--- src/rtl/core/fsbp_ram.sv ---
// Generic single-write, single-read synchronous RAM with registered read data.
`timescale 1ns / 1ps

module fsbp_ram #(
  parameter int WIDTH = 8,
  parameter int DEPTH = 16
) (
  input  logic                     clk,
  input  logic                     we,
  input  logic [$clog2(DEPTH)-1:0] waddr,
  input  logic [WIDTH-1:0]         wdata,
  input  logic                     re,
  input  logic [$clog2(DEPTH)-1:0] raddr,
  output logic [WIDTH-1:0]         rdata
);

  logic [WIDTH-1:0] mem [DEPTH];

  always_ff @(posedge clk) begin
    if (we) begin
      mem[waddr] <= wdata;
    end
    if (re) begin
      rdata <= mem[raddr];   // old data on a same-address write
    end
  end

endmodule

--- config.mk ---
export PLATFORM = sky130hd
export DESIGN_NAME = fsbp_ram
export DESIGN_NICKNAME = d
export VERILOG_FILES = /design/src/rtl/core/fsbp_ram.sv
export SDC_FILE = /design/constraint.sdc
export NUM_CORES = 1
export LEC_CHECK = 0
export ABC_CLOCK_PERIOD_IN_PS = 2640
export BUFFER_PORTS_ARGS = -buffer_cell sky130_fd_sc_hd__buf_2
export CAP_MARGIN = 0
export CORE_UTILIZATION = 45
export DETAILED_ROUTE_END_ITERATION = 10
export SLEW_MARGIN = 10
export SYNTH_ARGS = -nofsm -noshare
export SYNTH_HDL_FRONTEND = slang
export SYNTH_SLANG_ARGS = --single-unit
--- constraint.sdc ---
create_clock -name clk -period 2.64 [get_ports clk]
set_input_delay 0.132 -clock clk [delete_from_list [all_inputs] [get_ports clk]]
set_output_delay 0.132 -clock clk [all_outputs]
set_load 0.05 [all_outputs]
# Yosys cells after proc, flatten, opt, wreduce, memory -nomap -nowiden
# Memory sizes are Yosys's and may differ from the RTL's. A register that Yosys moved wholly into a read port is not among the register bits.
# Cells that the tools add are included.
# totals
ff_bits	0
latch_bits	0
ramBits	128
rom_bits	0
in_bits	19
out_inout_bits	8
elab_cells	3
mem_count	1
# memory_table
name	words	word_bits	read_ports	rd_clocked_by_memory_dff	write_ports	line	text
mem	16	8	1	1	1	17	logic [WIDTH-1:0] mem [DEPTH];
# classes
n_addsub	0
n_mul	0
n_div	0
n_lt_le_gt_ge	0
n_eq_ne	0
shifts	0
mux	2
bitwise_logic	0
n_reduce_logical	0
# ops
operator	count
$mux W1	2

# Longest topological paths before layout
# Gate-level depths: netlist of the first run.
# logic_depth
depth_word	2
mapped_depth	5
depth_no_buf	3

# Worst setup path after synthesis of the first run
# Ideal clock, no wire load.
# synth_timing
path_type	in2reg
from	input waddr[2]
to	memory mem[0][0] (enable)
setup_time_ns	0.383
arrival_ns	1.242
required_time_ns	2.257
setup_slack_ns	1.015
path_stages	2
n_path_buf	0
cell_sequence	or3b_2 nor3_1
# synth_rtl
item	line	text
start: declaration	10	input logic [$clog2(DEPTH)-1:0] waddr,
end: declaration	17	
# Straight into the memory's write port.

==> flow_metrics.env, run 1 <==
export IMPL_status="finished clean"
export IMPL_cts_htree_levels=4
export IMPL_track_usage_pct=19.2
export IMPL_synth_avg_cell_area_um2=22.8
export IMPL_worstSetupStartpoint="raddr[0]"
export IMPL_worst_hold_slack_ns=0.0695
export IMPL_max_vdd_ir_drop_uv=456
export IMPL_drc=0
export IMPL_routedWlPerCell_um=23.7
export IMPL_core_mm2=0.0111
export IMPL_fin_area_mm2=0.00614
export IMPL_antennaDiodeCount=0
export IMPL_yosys_top_cells_area="edfxtp_1 78%, mux4_2 7.8%, mux4_1 7.0%"
export IMPL_cap_viol_max_count=0
export IMPL_pwr_share_comb_pct=5.0
export IMPL_cts_reportedPaths_clkPinSlew_ns=0.06
export IMPL_setup_ws_ns=1.02
export IMPL_ys_types=18
export IMPL_dieArea_mm2=0.0121
export IMPL_fin_nets=295
export IMPL_ys_warn_count=0
export IMPL_fmax_mhz=616
export IMPL_rsz0062_at_grt="no"
export IMPL_setup_violations=0
export IMPL_gp_congestion=0.701
export IMPL_worst_slew_pin_slew_ns=0.942
export IMPL_portBuffers=26
export IMPL_seqPwrFrac_pct=48.2
export IMPL_dp_final_hpwl_mm=6.37
export IMPL_cts_tree="done"
export IMPL_required_ns=2.80
export IMPL_syn_num_nets=248
export IMPL_final_layout_size_suffix_gt1_share_pct=28.7
export IMPL_start_kind="primary input"
export IMPL_antenna_found_initial=0
export IMPL_clk_latency_ns=0.41
export IMPL_max_clock_path_buffers=2
export IMPL_num_vias=2429
export IMPL_cts_root_buf="clkbuf_16"
export IMPL_post_cts_resized=0
export IMPL_ys_ff_latch=136
export IMPL_power_internal_uw=4090
export IMPL_grt_pass1_vias=2446
export IMPL_synth_top_cell_by_area="edfxtp_1"
export IMPL_hold_viol_final=0
export IMPL_dr_pass1_iters=4
export IMPL_fin_crit_ns=1.62
export IMPL_io_pins=27
export IMPL_cts_inserted_buffers=17
export IMPL_drt_iter0_markers=163
export IMPL_die_w_um=110
export IMPL_powerDensity_mw_per_mm2=826
export IMPL_cts_sinks=136
export IMPL_ant_nets=0
export IMPL_syn_area_mm2=0.00523
export IMPL_p_switching_uw=991
export IMPL_yosysTopAreaCellShare_pct=78.1
export IMPL_min_from="re"
export IMPL_grt_max_degree=18
export IMPL_die_h_um=110
export IMPL_pwr_share_clk_pct=46.7
export IMPL_fill_cells=822
export IMPL_slew_headroom_pct=37.0
export IMPL_critPathKind="primary input to register"
export IMPL_reg2reg_from="mem[9][4]"
export IMPL_grt_pass1_wl_mm=15.1
export IMPL_routed_wirelength_mm=10.2
export IMPL_hold_buffers=0
export IMPL_rows=38
export IMPL_crit_path_end_kind="register"
export IMPL_yosysSeqAreaShare_pct=78.1
export IMPL_cp_arrival_ns=1.78
export IMPL_cts_setup_buffers=0
export IMPL_fin_tns_setup_ns=0
export IMPL_period_share_pct=61.5
export IMPL_grt_remaining_overflow=0
export IMPL_maxSlewViolCount=0
export IMPL_pre_cts_slack_ns=0.535
export IMPL_area_growth_pct=17.5
export IMPL_drt_vias_per_instance=5.66
export IMPL_initial_core_util_pct=47.2
export IMPL_hold_class="primary input to register"
export IMPL_finClkSkew_ns=0.00626
export IMPL_power_leakage_uw=0.00207
export IMPL_critPathMaxFanout=13
export IMPL_synthCells=229
export IMPL_placedInstanceArea_mm2=0.00555
export IMPL_p_total_uw=5080
export IMPL_p_sw_share_pct=19.5
metal layers:
metal	wire, um	GRT usage [%]	vias up
met5	0	0	-
met4	127	6.00	0
met3	474	6.40	10
met2	4930	28.2	62
met1	4630	27.2	1284
li1	-	-	1073
critical path, stage by stage:
cell and delay [ns]:
buf_2 0.36, buf_4 0.32, mux4_1 0.57, a22oi_1 0.28
nand2_1 0.10
power by group through the flow:
stage               Sequential [uW]  Clock [uW]  Combinational, uW
global route                   2450        2500                275
CTS                            2450        2410                261
floorplan                      2520           0                123
finish                         2450        2370                256
global placement               2490           0                258
detailed placement             2490           0                260
registers in the layout (all words and copies together), names as in the netlist:
register / flops
mem: 128
rdata: 8
synthesized netlist by cell type:
cell             number
nor2b_1               1
nor2_1               13
nand3b_1              2
nand2b_1              2
a22oi_1              16
and2b_1               1
nor3_1                4
clkdlybuf4s25_2       3
edfxtp_1            136
or3b_2                1
nand3_1               1
buf_4                 1
and2_1                1
mux4_2               18
nand2_1               9
mux4_1               14
buf_6                 3
buf_2                 3
metrics by stage:
step           std cells  utilization, %
3_3_place_gp         397            50.1
2_1_floorplan        229               -
4_1_cts              429            55.4
3_5_place_dp         397            50.1
6_report             429            55.4
5_1_grt              429            55.4
final cells by class:
type	instances	area, um2	area share (%)
Multi-Input combinational cell	83	1060	17.2
Sequential cell	136	4080	66.5
Clock inverter	12	156	2.55
Timing Repair Buffer	38	233	3.79
Tap cell	140	175	2.85
Clock buffer	20	437	7.11
logic make-up (layout without fill, tap and decap cells):
family                 Yosys count  in the layout  share of synthesized area (%)
flip-flops                     136            136                           78.1
AO/OA/AOI/OAI                   16             16                           2.30
multiplexers                    32             32                           14.8
AND/OR/NAND/NOR                 35             35                           3.14
buffers and inverters           10             70                           1.65
placed cells by master (no fill, tap or decap), drive strengths merged:
master and count:
mux4 32, edfxtp 136, clkinv 8, and2b 1, or3b 1, nand2 9, nand2b 2, nand3b 2
nand3 1, nor2b 1, nor2 13, and2 1, clkbuf 20, a22oi 16, nor3 4, buf 38
bufinv 4
worst paths after layout:
| kind | to | slack, ns | cells after the start |
|---|---|---|---|
| max | rdata[2] | 1.02 | 5 |
| min | rdata[2] | 0.07 | 1 |
| max reg2reg | rdata[4] | 1.11 | 3 |
| min reg2reg | rdata[1] | 0.75 | 3 |
Note: power is estimated with default switching activity, not from simulation.
==> run 2, diff against run 1 <==
Settings changed: ABC_AREA set to 1, ABC_CLOCK_PERIOD_IN_PS 2640 to 1580.
Clock period 2.64 ns to 1.58 ns, I/O delays scaled along.
==> flow_metrics.env, run 2 <==
export IMPL_status="finished clean"
export IMPL_grt_max_degree=43
export IMPL_layout_commonest_cell="nand2_1"
export IMPL_num_vias=3843
export IMPL_worst_hold_slack_ns=0.0377
export IMPL_area_growth_pct=14.9
export IMPL_cts_sinks=136
export IMPL_drc=0
export IMPL_syn_area_mm2=0.00585
export IMPL_fill_cells=1151
export IMPL_largest_register_ff_count=128
export IMPL_critPathMaxStageDelay_ns=0.41
export IMPL_synth_avg_cell_area_um2=10.6
export IMPL_die_w_um=116
export IMPL_rows=41
export IMPL_synth_enable_flop_cells=136
export IMPL_dp_final_hpwl_mm=8.18
export IMPL_routed_wirelength_mm=13.2
export IMPL_cp_arrival_ns=1.11
export IMPL_fin_cells=780
export IMPL_crit_family="flip-flops"
export IMPL_synthTopCellsByCount="173 x nand2_1, 136 x edfxtp_1, 100 x inv_1, 97 x nand3_1, 17 x nor2_1"
export IMPL_cts_root_buf="clkbuf_16"
export IMPL_fin_nets=616
export IMPL_cp_endpoint="rdata[0]"
export IMPL_core_mm2=0.0126
export IMPL_routedWlPerCell_um=16.9
export IMPL_cap_viol_max_count=0
export IMPL_path_cells="buf_2"
export IMPL_maxSlewViolCount=0
export IMPL_fin_tns_setup_ns=0
export IMPL_min_from="re"
export IMPL_yosys_top_cells_area="edfxtp_1 70%, nand2_1 11%, nand3_1 8.3%"
export IMPL_reg2reg_depth=6
export IMPL_gp_congestion=0.848
export IMPL_finClkSkew_ns=0.00781
export IMPL_powerDensity_mw_per_mm2=1180
export IMPL_critPathMaxFanout=1
export IMPL_r2r_setup_slack_ns=0.44
export IMPL_yosysMostFrequentCell="nand2_1"
export IMPL_cts_inserted_buffers=17
export IMPL_cts_setup_buffers=0
export IMPL_dieArea_mm2=0.0135
export IMPL_setup_violations=0
export IMPL_dr_pass1_iters=4
export IMPL_hold_viol_final=0
export IMPL_hold_buffers=0
export IMPL_syn_num_nets=570
export IMPL_io_pins=27
export IMPL_reg2reg_to="rdata[6]"
export IMPL_cts_reportedPaths_clkPinSlew_ns=0.05
export IMPL_max_vdd_ir_drop_uv=631
export IMPL_slowest_stage="edfxtp_1"
export IMPL_regMostFlops="mem"
export IMPL_required_ns=1.50
export IMPL_ys_ff_latch=136
export IMPL_clk_latency_ns=0.42
export IMPL_critPathKind="register to primary output"
export IMPL_yosysTopAreaCellShare_pct=69.8
export IMPL_grt_pass1_wl_mm=20.7
export IMPL_rsz0062_at_grt="no"
export IMPL_path_depth=1
export IMPL_cts_htree_levels=4
export IMPL_fmax_mhz=840
export IMPL_antenna_found_initial=0
export IMPL_grt_pass1_vias=3842
export IMPL_placedInstanceArea_mm2=0.00624
export IMPL_antennaDiodeCount=0
export IMPL_fin_area_mm2=0.00672
export IMPL_finalCoreUtilization_pct=53.2
export IMPL_reg_largest_list="mem (128), rdata (8)"
export IMPL_synthCells=551
export IMPL_dp_cells=750
export IMPL_initial_core_util_pct=46.3
export IMPL_hold_class="primary input to register"
export IMPL_worstSetupStartpoint="rdata[0]"
export IMPL_cts_tree="done"
export IMPL_period_share_pct=75.3
export IMPL_crit_path_end_kind="primary output"
export IMPL_reg2reg_from="mem[8][6]"
export IMPL_power_leakage_uw=0.00291
export IMPL_portBuffers=26
export IMPL_final_layout_size_suffix_gt1_share_pct=12.2
export IMPL_hold_depth=1
export IMPL_layout_common_cells="173 x nand2_1, 136 x edfxtp_1, 100 x inv_1, 97 x nand3_1, 26 x buf_2"
export IMPL_drt_iter0_markers=329
export IMPL_track_usage_pct=22.2
export IMPL_max_clock_path_buffers=2
export IMPL_fin_crit_ns=1.19
export IMPL_die_h_um=116
export IMPL_drt_vias_per_instance=4.93
export IMPL_cp_buffers_inverters=1
export IMPL_ant_nets=0
export IMPL_start_kind="register"
export IMPL_yosysSeqAreaShare_pct=69.8
export IMPL_grt_remaining_overflow=0
export IMPL_async_flop_share_pct=0
export IMPL_post_cts_resized=0
export IMPL_synth_flop_cell="edfxtp_1"
export IMPL_worst_slew_pin_slew_ns=0.644
export IMPL_slew_headroom_pct=57.0
export IMPL_ys_warn_count=0
export IMPL_ys_types=11
export IMPL_synth_top_cell_by_area="edfxtp_1"
run 2: cell count changes in the layout (fill, tap and decap cells not counted), moves of 3 or more:
cell	delta
nand2_1	+164
nor2_1	+4
inv_1	+100
mux4_1	-14
bufinv_16	-4
a22oi_1	-16
clkbuf_1	+3
nor3_1	-4
mux4_2	-18
buf_4	+12
nand3_1	+96
run 2: worst min path at each step:
stage	endpoint	slack (ns)
2_1_floorplan	mem[0][0]	0.18
3_3_place_gp	rdata[2]	0.45
3_5_place_dp	rdata[2]	0.46
4_1_cts	rdata[5]	0.02
5_1_grt	rdata[5]	0.02
6_report	rdata[5]	0.04
run 2: logic make-up (layout without fill, tap and decap cells):
family	count (synthesis)	in the layout	share of synthesized area, %
AND/OR/NAND/NOR	289	289	20.8
flip-flops	136	136	69.8
buffers and inverters	126	183	9.39
run 2: layout make-up:
cell class                      instances  area (um2)  area share (%)
Sequential cell                       136        4080            60.8
Tap cell                              172         215            3.20
Inverter                              102         383            5.70
Multi-Input combinational cell        289        1210            18.1
Clock buffer                           23         448            6.67
Timing Repair Buffer                   51         343            5.10
Clock inverter                          7        31.3           0.466
run 2: layer usage:
| layer | global-route usage (%) | wire [um] | up-vias |
|---|---|---|---|
| li1 | - | - | 1867 |
| met1 | 28.8 | 5690 | 1806 |
| met2 | 33.4 | 6150 | 138 |
| met3 | 7.06 | 944 | 32 |
| met4 | 11.5 | 380 | 0 |
| met5 | 0 | 0 | - |
run 2: power by group:
part	internal (uW)	switching (uW)
registers	4070	24.7
logic	149	405
clock network	1950	1320
total	6170	1750
run 2: metrics by stage:
stage	power [uW]	setup WS [ns]
detailed placement	4720	0.202
CTS	7980	0.406
global placement	4720	0.190
floorplan	4500	0.550
finish	7920	0.390
global route	8190	0.345
